`src/hdl/rbc_pkg.sv`:
```
package rbc_pkg;

	localparam int MAX_SIDE    = 256;
	localparam int SIDE_N      = MAX_SIDE + 1;
	localparam int TABLE_DEPTH = SIDE_N * SIDE_N;
	localparam int ADDR_W      = $clog2(TABLE_DEPTH);
	localparam int COORD_W     = 9;
	localparam int VALUE_W     = 17;
	// signed sum of four table entries
	localparam int COUNT_W     = VALUE_W + 2;

	localparam logic KIND_WRITE = 1'b0;
	localparam logic KIND_QUERY = 1'b1;

	// box coordinate slots
	localparam logic [1:0] IDX_X_LO = 2'd0;
	localparam logic [1:0] IDX_X_HI = 2'd1;
	localparam logic [1:0] IDX_Y_LO = 2'd2;
	localparam logic [1:0] IDX_Y_HI = 2'd3;

	typedef enum logic [1:0] {
		ACT_IGNORE  = 2'd0,
		ACT_INCLUDE = 2'd1,
		ACT_BISECT  = 2'd2
	} rbc_action_t;

	// bit 0 selects the dimension, bit 1 the upper border
	typedef enum logic [1:0] {
		BORDER_X_LO = 2'd0,
		BORDER_Y_LO = 2'd1,
		BORDER_X_HI = 2'd2,
		BORDER_Y_HI = 2'd3
	} rbc_border_t;

	typedef enum logic [2:0] {
		ST_IDLE,
		ST_WRITE,
		ST_RD,
		ST_EVAL,
		ST_LOAD,
		ST_STEP,
		ST_DONE
	} rbc_state_t;

	typedef struct packed {
		logic               we;
		logic [ADDR_W-1:0]  addr;
		logic [VALUE_W-1:0] wdata;
	} rbc_ram_req_t;

	typedef struct packed {
		rbc_action_t        action;
		logic               empty;
		logic [COORD_W-1:0] x_lo;
		logic [COORD_W-1:0] x_hi;
		logic [COORD_W-1:0] y_lo;
		logic [COORD_W-1:0] y_hi;
	} rbc_result_t;

	function automatic logic [COORD_W-1:0] sat_coord(input logic [COORD_W-1:0] v);
		return (v > COORD_W'(MAX_SIDE)) ? COORD_W'(MAX_SIDE) : v;
	endfunction

	function automatic logic [ADDR_W-1:0] table_addr(input logic [COORD_W-1:0] row,
		input logic [COORD_W-1:0] col);
		logic [ADDR_W-1:0] r_ext;
		logic [ADDR_W-1:0] c_ext;
		r_ext = ADDR_W'(row);
		c_ext = ADDR_W'(col);
		return r_ext * ADDR_W'(SIDE_N) + c_ext;
	endfunction

endpackage

```
`src/hdl/rbc_if.sv`:
```
interface rbc_req_if;
	import rbc_pkg::*;

	logic                valid;
	logic                ready;
	logic                kind;
	logic [COORD_W-1:0]  table_row;
	logic [COORD_W-1:0]  table_col;
	logic [VALUE_W-1:0]  table_value;
	logic [COORD_W-1:0]  x_lo;
	logic [COORD_W-1:0]  x_hi;
	logic [COORD_W-1:0]  y_lo;
	logic [COORD_W-1:0]  y_hi;
	logic                box_is_empty;

	modport source (
		output valid, kind, table_row, table_col, table_value,
		output x_lo, x_hi, y_lo, y_hi, box_is_empty,
		input  ready
	);
	modport sink (
		input  valid, kind, table_row, table_col, table_value,
		input  x_lo, x_hi, y_lo, y_hi, box_is_empty,
		output ready
	);
endinterface


```
`src/hdl/rbc_seq.sv`:
```
module rbc_seq (
	input  logic                           clk,
	input  logic                           arst_n,
	rbc_req_if.sink                        req,
	output rbc_pkg::rbc_result_t           res,
	output logic                           res_valid,
	input  logic                           res_take,
	output rbc_pkg::rbc_ram_req_t          ram_req,
	input  logic [rbc_pkg::VALUE_W-1:0]    ram_rdata
);
	import rbc_pkg::*;

	rbc_state_t             state_q, state_d;

	// control
	rbc_border_t            border_q;
	logic                   tighten_q;
	logic [2:0]             cnt_q;

	// payload
	logic [COORD_W-1:0]     box_q  [4];
	logic [COORD_W-1:0]     cand_q [4];
	logic [COORD_W-1:0]     w_lo_q;
	logic [COORD_W-1:0]     w_hi_q;
	logic [COORD_W-1:0]     mid_q;
	logic signed [COUNT_W-1:0] acc_q;
	logic [VALUE_W-1:0]     area_q;
	logic [COORD_W-1:0]     wr_row_q;
	logic [COORD_W-1:0]     wr_col_q;
	logic [VALUE_W-1:0]     wr_val_q;
	logic                   wr_ok_q;
	rbc_action_t            act_q;
	logic                   empty_q;

	logic                   accept;
	logic [COORD_W-1:0]     s_x_lo, s_x_hi, s_y_lo, s_y_hi;
	logic                   bad_box;
	logic [1:0]             lo_idx, hi_idx;
	logic                   upper;
	logic [COORD_W:0]       mid_sum;
	logic [COORD_W-1:0]     mid;
	logic                   can_split;
	logic [COORD_W-1:0]     cand_d [4];
	logic [COORD_W-1:0]     rd_row, rd_col;
	logic                   add_pos;
	logic signed [COUNT_W-1:0] rd_ext;
	logic signed [COUNT_W-1:0] acc_next;
	logic [COORD_W-1:0]     dx, dy;
	logic [2*COORD_W-1:0]   area_full;
	logic                   zero;
	logic                   full;

	assign req.ready = (state_q == ST_IDLE);
	assign accept    = req.valid && req.ready;

	assign s_x_lo  = sat_coord(req.x_lo);
	assign s_x_hi  = sat_coord(req.x_hi);
	assign s_y_lo  = sat_coord(req.y_lo);
	assign s_y_hi  = sat_coord(req.y_hi);
	assign bad_box = req.box_is_empty || (s_x_lo > s_x_hi) || (s_y_lo > s_y_hi);

	assign lo_idx    = {border_q[0], 1'b0};
	assign hi_idx    = {border_q[0], 1'b1};
	assign upper     = border_q[1];
	assign mid_sum   = {1'b0, w_lo_q} + {1'b0, w_hi_q};
	assign mid       = mid_sum[COORD_W:1];
	assign can_split = {1'b0, w_hi_q} > ({1'b0, w_lo_q} + (COORD_W+1)'(1));

	// half box probed by the next white count
	always_comb begin
		cand_d         = box_q;
		cand_d[lo_idx] = upper ? mid : w_lo_q;
		cand_d[hi_idx] = upper ? w_hi_q : mid;
	end

	// corner order: (yhi,xhi) + , (ylo,xhi) - , (yhi,xlo) - , (ylo,xlo) +
	assign rd_row = cnt_q[0] ? cand_q[IDX_Y_LO] : cand_q[IDX_Y_HI];
	assign rd_col = cnt_q[1] ? cand_q[IDX_X_LO] : cand_q[IDX_X_HI];

	assign add_pos  = (cnt_q == 3'd1) || (cnt_q == 3'd4);
	assign rd_ext   = $signed({2'b00, ram_rdata});
	assign acc_next = add_pos ? (acc_q + rd_ext) : (acc_q - rd_ext);

	assign dx        = box_q[IDX_X_HI] - box_q[IDX_X_LO];
	assign dy        = box_q[IDX_Y_HI] - box_q[IDX_Y_LO];
	assign area_full = {COORD_W'(0), dx} * {COORD_W'(0), dy};

	assign zero = (acc_q == '0);
	assign full = (acc_q == $signed({2'b00, area_q}));

	always_comb begin
		ram_req.we    = (state_q == ST_WRITE) && wr_ok_q;
		ram_req.wdata = wr_val_q;
		ram_req.addr  = (state_q == ST_WRITE) ? table_addr(wr_row_q, wr_col_q)
		                                      : table_addr(rd_row, rd_col);
	end

	assign res_valid  = (state_q == ST_DONE);
	assign res.action = act_q;
	assign res.empty  = empty_q;
	assign res.x_lo   = empty_q ? '0 : box_q[IDX_X_LO];
	assign res.x_hi   = empty_q ? '0 : box_q[IDX_X_HI];
	assign res.y_lo   = empty_q ? '0 : box_q[IDX_Y_LO];
	assign res.y_hi   = empty_q ? '0 : box_q[IDX_Y_HI];

	always_ff @(posedge clk or negedge arst_n) begin
		if (!arst_n) begin
			state_q <= ST_IDLE;
		end else begin
			state_q <= state_d;
		end
	end

	always_comb begin
		state_d = state_q;
		case (state_q)
			ST_IDLE: begin
				if (accept) begin
					if (req.kind == KIND_WRITE) begin
						state_d = ST_WRITE;
					end else if (bad_box) begin
						state_d = ST_DONE;
					end else begin
						state_d = ST_RD;
					end
				end
			end
			ST_WRITE: state_d = ST_IDLE;
			ST_RD: begin
				if (cnt_q == 3'd4) begin
					state_d = ST_EVAL;
				end
			end
			ST_EVAL: begin
				if (tighten_q) begin
					state_d = ST_STEP;
				end else if (zero || full) begin
					state_d = ST_DONE;
				end else begin
					state_d = ST_LOAD;
				end
			end
			ST_LOAD: state_d = ST_STEP;
			ST_STEP: begin
				if (can_split) begin
					state_d = ST_RD;
				end else if (border_q == BORDER_Y_HI) begin
					state_d = ST_DONE;
				end else begin
					state_d = ST_LOAD;
				end
			end
			ST_DONE: begin
				if (res_take) begin
					state_d = ST_IDLE;
				end
			end
			default: state_d = ST_IDLE;
		endcase
	end

	always_ff @(posedge clk or negedge arst_n) begin
		if (!arst_n) begin
			border_q  <= BORDER_X_LO;
			tighten_q <= 1'b0;
			cnt_q     <= '0;
		end else begin
			case (state_q)
				ST_IDLE: begin
					if (accept) begin
						tighten_q <= 1'b0;
						cnt_q     <= '0;
					end
				end
				ST_RD: cnt_q <= cnt_q + 3'd1;
				ST_EVAL: begin
					if (!tighten_q && !zero && !full) begin
						tighten_q <= 1'b1;
						border_q  <= BORDER_X_LO;
					end
				end
				ST_STEP: begin
					if (can_split) begin
						cnt_q <= '0;
					end else if (border_q != BORDER_Y_HI) begin
						border_q <= rbc_border_t'(border_q + 2'd1);
					end
				end
				default: ;
			endcase
		end
	end

	always_ff @(posedge clk) begin
		case (state_q)
			ST_IDLE: begin
				if (accept) begin
					wr_row_q <= req.table_row;
					wr_col_q <= req.table_col;
					wr_val_q <= req.table_value;
					wr_ok_q  <= (req.table_row <= COORD_W'(MAX_SIDE))
					         && (req.table_col <= COORD_W'(MAX_SIDE));
					// slots in x_lo, x_hi, y_lo, y_hi order
					box_q    <= '{s_x_lo, s_x_hi, s_y_lo, s_y_hi};
					cand_q   <= '{s_x_lo, s_x_hi, s_y_lo, s_y_hi};
					acc_q   <= '0;
					act_q   <= ACT_IGNORE;
					empty_q <= bad_box;
				end
			end
			ST_RD: begin
				if (cnt_q != 3'd0) begin
					acc_q <= acc_next;
				end
				area_q <= area_full[VALUE_W-1:0];
			end
			ST_EVAL: begin
				if (!tighten_q) begin
					if (zero) begin
						act_q   <= ACT_IGNORE;
						empty_q <= 1'b1;
					end else if (full) begin
						act_q   <= ACT_INCLUDE;
						empty_q <= 1'b0;
					end
				end else if (upper) begin
					// keep the upper half while it still holds white pixels
					if (zero) begin
						w_hi_q <= mid_q;
					end else begin
						w_lo_q <= mid_q;
					end
				end else begin
					if (zero) begin
						w_lo_q <= mid_q;
					end else begin
						w_hi_q <= mid_q;
					end
				end
			end
			ST_LOAD: begin
				w_lo_q <= box_q[lo_idx];
				w_hi_q <= box_q[hi_idx];
			end
			ST_STEP: begin
				if (can_split) begin
					mid_q  <= mid;
					acc_q  <= '0;
					cand_q <= cand_d;
				end else begin
					if (upper) begin
						box_q[hi_idx] <= w_hi_q;
					end else begin
						box_q[lo_idx] <= w_lo_q;
					end
					if (border_q == BORDER_Y_HI) begin
						act_q   <= ACT_BISECT;
						empty_q <= 1'b0;
					end
				end
			end
			default: ;
		endcase
	end

endmodule

```
`src/flat_wrapper.sv`:
```
// flat-port wrapper written by rule: the top's interface ports become plain ports
module rbc_seq_flat import rbc_pkg::*;
  (clk, arst_n, res, res_valid, res_take, ram_req, ram_rdata, req_valid, req_kind, req_table_row, req_table_col, req_table_value, req_x_lo, req_x_hi, req_y_lo, req_y_hi, req_box_is_empty, req_ready);
  rbc_req_if req_i ();
  input  logic clk;
  input  logic arst_n;
  output rbc_pkg::rbc_result_t res;
  output logic res_valid;
  input  logic res_take;
  output rbc_pkg::rbc_ram_req_t ram_req;
  input  logic [rbc_pkg::VALUE_W-1:0] ram_rdata;
  input wire logic [$bits(req_i.valid)-1:0] req_valid;
  input wire logic [$bits(req_i.kind)-1:0] req_kind;
  input wire logic [$bits(req_i.table_row)-1:0] req_table_row;
  input wire logic [$bits(req_i.table_col)-1:0] req_table_col;
  input wire logic [$bits(req_i.table_value)-1:0] req_table_value;
  input wire logic [$bits(req_i.x_lo)-1:0] req_x_lo;
  input wire logic [$bits(req_i.x_hi)-1:0] req_x_hi;
  input wire logic [$bits(req_i.y_lo)-1:0] req_y_lo;
  input wire logic [$bits(req_i.y_hi)-1:0] req_y_hi;
  input wire logic [$bits(req_i.box_is_empty)-1:0] req_box_is_empty;
  output wire logic [$bits(req_i.ready)-1:0] req_ready;
  assign req_i.valid = req_valid;
  assign req_i.kind = req_kind;
  assign req_i.table_row = req_table_row;
  assign req_i.table_col = req_table_col;
  assign req_i.table_value = req_table_value;
  assign req_i.x_lo = req_x_lo;
  assign req_i.x_hi = req_x_hi;
  assign req_i.y_lo = req_y_lo;
  assign req_i.y_hi = req_y_hi;
  assign req_i.box_is_empty = req_box_is_empty;
  assign req_ready = req_i.ready;
  rbc_seq u_core (.clk(clk), .arst_n(arst_n), .req(req_i), .res(res), .res_valid(res_valid), .res_take(res_take), .ram_req(ram_req), .ram_rdata(ram_rdata));
endmodule
```
`config.mk`:
```
export PLATFORM = sky130hd
export DESIGN_NAME = rbc_seq_flat
export DESIGN_NICKNAME = d
export VERILOG_FILES = /design/src/hdl/rbc_pkg.sv /design/src/hdl/rbc_if.sv /design/src/hdl/rbc_seq.sv /design/src/flat_wrapper.sv
export SDC_FILE = /design/constraint.sdc
export NUM_CORES = 1
export LEC_CHECK = 0
export ABC_AREA = 1
export BUFFER_PORTS_ARGS = -buffer_cell sky130_fd_sc_hd__buf_2
export CAP_MARGIN = 20
export CORE_MARGIN = 2
export CORE_UTILIZATION = 60
export CTS_BUF_LIST = sky130_fd_sc_hd__clkbuf_4
export DETAILED_ROUTE_END_ITERATION = 7
export PLACE_DENSITY = 0.81
export SYNTH_ARGS = -nofsm -noshare
export SYNTH_HDL_FRONTEND = slang
export SYNTH_SLANG_ARGS = --single-unit
```
`constraint.sdc`:
```
create_clock -name clk -period 11.6 [get_ports clk]
set_input_delay 1.74 -clock clk [delete_from_list [all_inputs] [get_ports clk]]
set_output_delay 1.74 -clock clk [all_outputs]
set_load 0.03 [all_outputs]
```
==> run_summary.xml <==
<?xml version="1.0" encoding="UTF-8"?>
<metrics>
  <group name="timing">
    <metric name="layout_worst_path_cycle_share" unit="">0.525</metric>
    <metric name="worst_pin_slew" unit="ns">0.920</metric>
    <metric name="rsz_0062_raised_after_global_routing" unit="">false</metric>
    <metric name="final-setup-viol-count" unit="">0</metric>
    <metric name="number_of_endpoints_with_negative_hold_slack_in_the_final_report" unit="">0</metric>
    <metric name="final.min_clock_period" unit="ns">6.09</metric>
    <metric name="fin_worst_skew" unit="ns">0.0438</metric>
    <metric name="final-max-slew-violation-count" unit="">0</metric>
    <metric name="timing.setup.tns" unit="ns">0</metric>
    <metric name="fmaxAchievable" unit="GHz">0.164</metric>
    <metric name="max-slew-margin-rel" unit="">0.383</metric>
  </group>
  <group name="min_path">
    <metric name="worst_hold_path_type" unit="">flip-flop to flip-flop</metric>
    <metric name="holdPathStages" unit="">2</metric>
    <metric name="hold_start" unit="">u_core.tighten_q$_DFFE_PN0P_</metric>
    <metric name="hold_path_end" unit="">u_core.tighten_q$_DFFE_PN0P_</metric>
  </group>
  <group name="setup_path">
    <metric name="critPathRequiredTime" unit="ns">9.86</metric>
    <metric name="r2r_worst_path_depth" unit="">26</metric>
    <metric name="critical_path_buf_inv_count" unit="">3</metric>
    <metric name="rr_startpoint" unit="">u_core.box_q[0]$_DFFE_PP_</metric>
    <metric name="critPathTopFamily" unit="">adder cells</metric>
    <metric name="worstPathCellList" unit="">inv_2 &gt; or2_2 &gt; o21ai_0 &gt; inv_1 &gt; ha_1 &gt; ha_1 &gt; ha_1 &gt; ha_1 &gt; nand2_1 &gt; nor2_1 &gt; o21ai_0 &gt; nand3_1 &gt; nand2_1 &gt; a21oi_1 &gt; o21ai_1 &gt; nand2_1 &gt; buf_2</metric>
    <metric name="cp-startpoint" unit="">u_core.cnt_q[0]$_DFFE_PN0P_</metric>
    <metric name="crit_top_cell" unit="">sky130_fd_sc_hd__ha_1</metric>
    <metric name="timing.critical_path.arrival" unit="ns">4.35</metric>
    <metric name="worstSetupStartpointType" unit="">flip-flop</metric>
    <metric name="crit_slowest_cell" unit="">sky130_fd_sc_hd__dfrtp_1</metric>
    <metric name="biggest_fanout_along_the_worst_timing_path" unit="">14</metric>
    <metric name="reg2reg_setup_slack" unit="ns">5.87</metric>
    <metric name="path_class" unit="">flip-flop to output pin</metric>
    <metric name="slowest_delay" unit="ns">0.76</metric>
    <metric name="critical_path.reg2reg.endpoint" unit="">u_core.area_q[14]$_DFFE_PP_</metric>
    <metric name="crit_path_end_kind" unit="">output pin</metric>
  </group>
  <group name="synthesis">
    <metric name="synthDistinctLibCells" unit="">58</metric>
    <metric name="synth_enable_flop_cells" unit="">174</metric>
    <metric name="synth-warning-count" unit="">0</metric>
    <metric name="post_synth.cell_area_avg" unit="sq um">7.96</metric>
    <metric name="ys_ff_latch" unit="">183</metric>
    <metric name="syn_nets" unit="">2338</metric>
    <metric name="ys_seq_area_frac" unit="">0.337</metric>
    <metric name="mappedNetlistArea" unit="sq mm">0.0162</metric>
    <metric name="netlist_instances" unit="">2033</metric>
    <metric name="ys_async_sr_fraction" unit="">0.0492</metric>
    <metric name="yosys_most_used_dff" unit="">sky130_fd_sc_hd__edfxtp_1</metric>
  </group>
  <group name="floorplan">
    <metric name="floorplan.io_pins" unit="">170</metric>
    <metric name="core_region_area" unit="sq mm">0.0267</metric>
    <metric name="std_cell_rows" unit="">60</metric>
    <metric name="fp.dieH" unit="um">168</metric>
    <metric name="fp.dieArea" unit="sq mm">0.0283</metric>
    <metric name="die_w" unit="um">168</metric>
    <metric name="initial_utilization" unit="">0.606</metric>
  </group>
  <group name="final_layout">
    <metric name="stdcell_count" unit="">2549</metric>
    <metric name="utilization" unit="">0.662</metric>
    <metric name="non_filler_cell_area_final" unit="sq mm">0.0177</metric>
    <metric name="drive_gt1_frac" unit="">0.127</metric>
    <metric name="areaGrowthSynthToFinish" unit="%">9.31</metric>
    <metric name="nNetsFinal" unit="">2497</metric>
  </group>
  <group name="grt">
    <metric name="grt_total_usage" unit="">0.324</metric>
    <metric name="gr-total-overflow" unit="">0</metric>
    <metric name="grt_antenna_before_repair" unit="">3</metric>
    <metric name="wire_length_of_the_first_global_routing_pass" unit="um">71600</metric>
    <metric name="grt_max_degree" unit="">43</metric>
    <metric name="grt_pass1_vias" unit="">13600</metric>
  </group>
  <group name="routing">
    <metric name="detail_route.wl_per_cell" unit="um">18.1</metric>
    <metric name="drt-pass1-iter-count" unit="">7</metric>
    <metric name="ant_nets" unit="">0</metric>
    <metric name="route.detailed.vias_per_inst" unit="">5.74</metric>
    <metric name="drtIter0Drc" unit="">1630</metric>
    <metric name="dr_total_vias" unit="">14600</metric>
    <metric name="route.detailed.drc" unit="">0</metric>
    <metric name="wirelength" unit="um">46200</metric>
  </group>
  <group name="clock_tree">
    <metric name="cts-htree-levels" unit="">4</metric>
    <metric name="cts-buffers-inserted" unit="">17</metric>
    <metric name="worst_setup_hold_path_clk_slew" unit="ns">0.18</metric>
    <metric name="tritoncts_num_sinks" unit="">183</metric>
    <metric name="postCtsResizedCells" unit="">0</metric>
    <metric name="post_cts.repair.setup_buffers" unit="">0</metric>
    <metric name="clockBufferDepth" unit="">2</metric>
    <metric name="clockRootBuffer" unit="">sky130_fd_sc_hd__clkbuf_4</metric>
    <metric name="clock_insertion_delay_worst_skew" unit="ns">0.63</metric>
    <metric name="cts_tree" unit="">built</metric>
    <metric name="cts_hold_buf" unit="">0</metric>
  </group>
  <group name="placed_design">
    <metric name="io_buffers" unit="">169</metric>
    <metric name="post-place-cells" unit="">2512</metric>
    <metric name="place_hpwl" unit="um">37000</metric>
    <metric name="gp_congestion" unit="">0.960</metric>
    <metric name="place_area" unit="sq mm">0.0173</metric>
  </group>
  <group name="status">
    <metric name="run_status" unit="">completed</metric>
  </group>
  <group name="run">
    <metric name="cap_viol_max_count" unit="">0</metric>
  </group>
</metrics>
[cell families (layout without fill, tap and decap cells)]
| family | count (synthesis) | after routing | synth area share |
|---|---|---|---|
| xor gates and xnor gates | 65 | 65 | 0.0375 |
| and+or+nand+nor | 896 | 896 | 0.230 |
| adders and majority gates | 211 | 211 | 0.189 |
| other | 0 | 3 | 0 |
| AOI/OAI and AO/OA | 328 | 328 | 0.122 |
| DFF | 183 | 183 | 0.337 |
| buffers and inverters | 350 | 522 | 0.0852 |
[cell usage after synthesis (7+ instances only)]
library cell                 n  area (sq um)
sky130_fd_sc_hd__a21boi_0    7          52.6
sky130_fd_sc_hd__a21o_1     10          75.1
sky130_fd_sc_hd__a21oi_1    92           460
sky130_fd_sc_hd__buf_2      15          75.1
sky130_fd_sc_hd__clkbuf_1   20          75.1
sky130_fd_sc_hd__dfrtp_1     9           225
sky130_fd_sc_hd__edfxtp_1  174          5230
sky130_fd_sc_hd__fa_1       55          1100
sky130_fd_sc_hd__ha_1      156          1950
sky130_fd_sc_hd__inv_1     295          1110
sky130_fd_sc_hd__inv_2      11          41.3
sky130_fd_sc_hd__nand2_1   495          1860
sky130_fd_sc_hd__nand2_2     7          43.8
sky130_fd_sc_hd__nand3_1   102           510
sky130_fd_sc_hd__nand4_1    13          81.3
sky130_fd_sc_hd__nor2_1    225           845
sky130_fd_sc_hd__nor3_1     14          70.1
sky130_fd_sc_hd__nor4_1      7          43.8
sky130_fd_sc_hd__o211ai_1   31           233
sky130_fd_sc_hd__o211ai_2   11           138
sky130_fd_sc_hd__o21ai_0   106           531
sky130_fd_sc_hd__o21ai_1    26           130
sky130_fd_sc_hd__xnor2_1    19           166
sky130_fd_sc_hd__xor2_1     41           359
[worst reg2reg max path: cells and delay by family (launching register included)]
kind / cells / cell delay [ns]
DFF: 1 / 0.43
adders and majority gates: 7 / 3.00
buffers and inverters: 7 / 0.60
xor gates and xnor gates: 2 / 0.32
and+or+nand+nor: 7 / 0.64
AOI/OAI and AO/OA: 3 / 0.52
[sequential cells by signal (all words and copies together) (netlist names)]
register	flops
u_core.wr_col_q	9
u_core.wr_val_q	17
u_core.acc_q	19
u_core.border_q	2
u_core.wr_ok_q	1
u_core.cnt_q	3
u_core.wr_row_q	9
u_core.area_q	17
u_core.mid_q	9
u_core.act_q	2
u_core.tighten_q	1
u_core.empty_q	1
u_core.box_q	36
u_core.w_hi_q	9
u_core.w_lo_q	9
u_core.state_q	3
u_core.cand_q	36
[layout make-up]
type,instances,area (sq um)
timing repair buffer,182,951
antenna,3,7.51
inverter,308,1160
clock inverter,15,194
clock buffer,17,128
fill,2353,9030
sequential,183,5450
tap,341,427
multi-input combinational,1500,9370
[metrics by stage]
stage	hold WS (ns)	worst slack (ns)
2_1_floorplan	0.503	6.38
3_3_place_gp	0.526	6.08
3_5_place_dp	0.554	5.92
4_1_cts	0.588	5.52
5_1_grt	0.629	5.15
6_report	0.592	5.51
[worst max path at each step]
stage | slack, ns | cells after the start | end
6_report | 5.51 | 17 | ram_req[33]
4_1_cts | 5.52 | 17 | ram_req[33]
3_5_place_dp | 5.92 | 26 | u_core.area_q[14]$_DFFE_PP_
5_1_grt | 5.15 | 17 | ram_req[33]
3_3_place_gp | 6.08 | 20 | u_core.area_q[14]$_DFFE_PP_
2_1_floorplan | 6.38 | 26 | u_core.area_q[14]$_DFFE_PP_
[layout by cell type, fill, tap and decap left out, drive strengths merged]
| master | instances |
|---|---|
| or3 | 2 |
| a21boi | 7 |
| clkinv | 10 |
| diode | 3 |
| nor2 | 232 |
| a21o | 10 |
| a31oi | 6 |
| a221oi | 1 |
| nand4 | 13 |
| o311ai | 1 |
| xnor2 | 21 |
| clkbuf | 17 |
| xor2 | 44 |
| o21ai | 137 |
| a21oi | 94 |
| o31ai | 4 |
| or2 | 7 |
| nor3 | 15 |
| nand3b | 6 |
| inv | 313 |
| and2 | 4 |
| edfxtp | 174 |
| o22ai | 6 |
| o211ai | 42 |
| a22oi | 3 |
| nand3 | 103 |
| o21a | 4 |
| nor3b | 2 |
| o32ai | 1 |
| fa | 55 |
| dfrtp | 9 |
| ha | 156 |
| a211oi | 1 |
| nand2 | 504 |
| buf | 182 |
| nor4 | 8 |
| o21bai | 6 |
| a211o | 1 |
| o221ai | 4 |
[per-layer routing]
layer	wire length, um	GRT usage	up-vias
met2	20800	0.512	703
met3	4190	0.0677	107
li1	-	-	7048
met5	13	0	-
met4	1470	0.103	2
met1	19700	0.449	6781
Power is not shown: default switching activity piles up to over one toggle a cycle in this logic, so the estimate is an artifact.
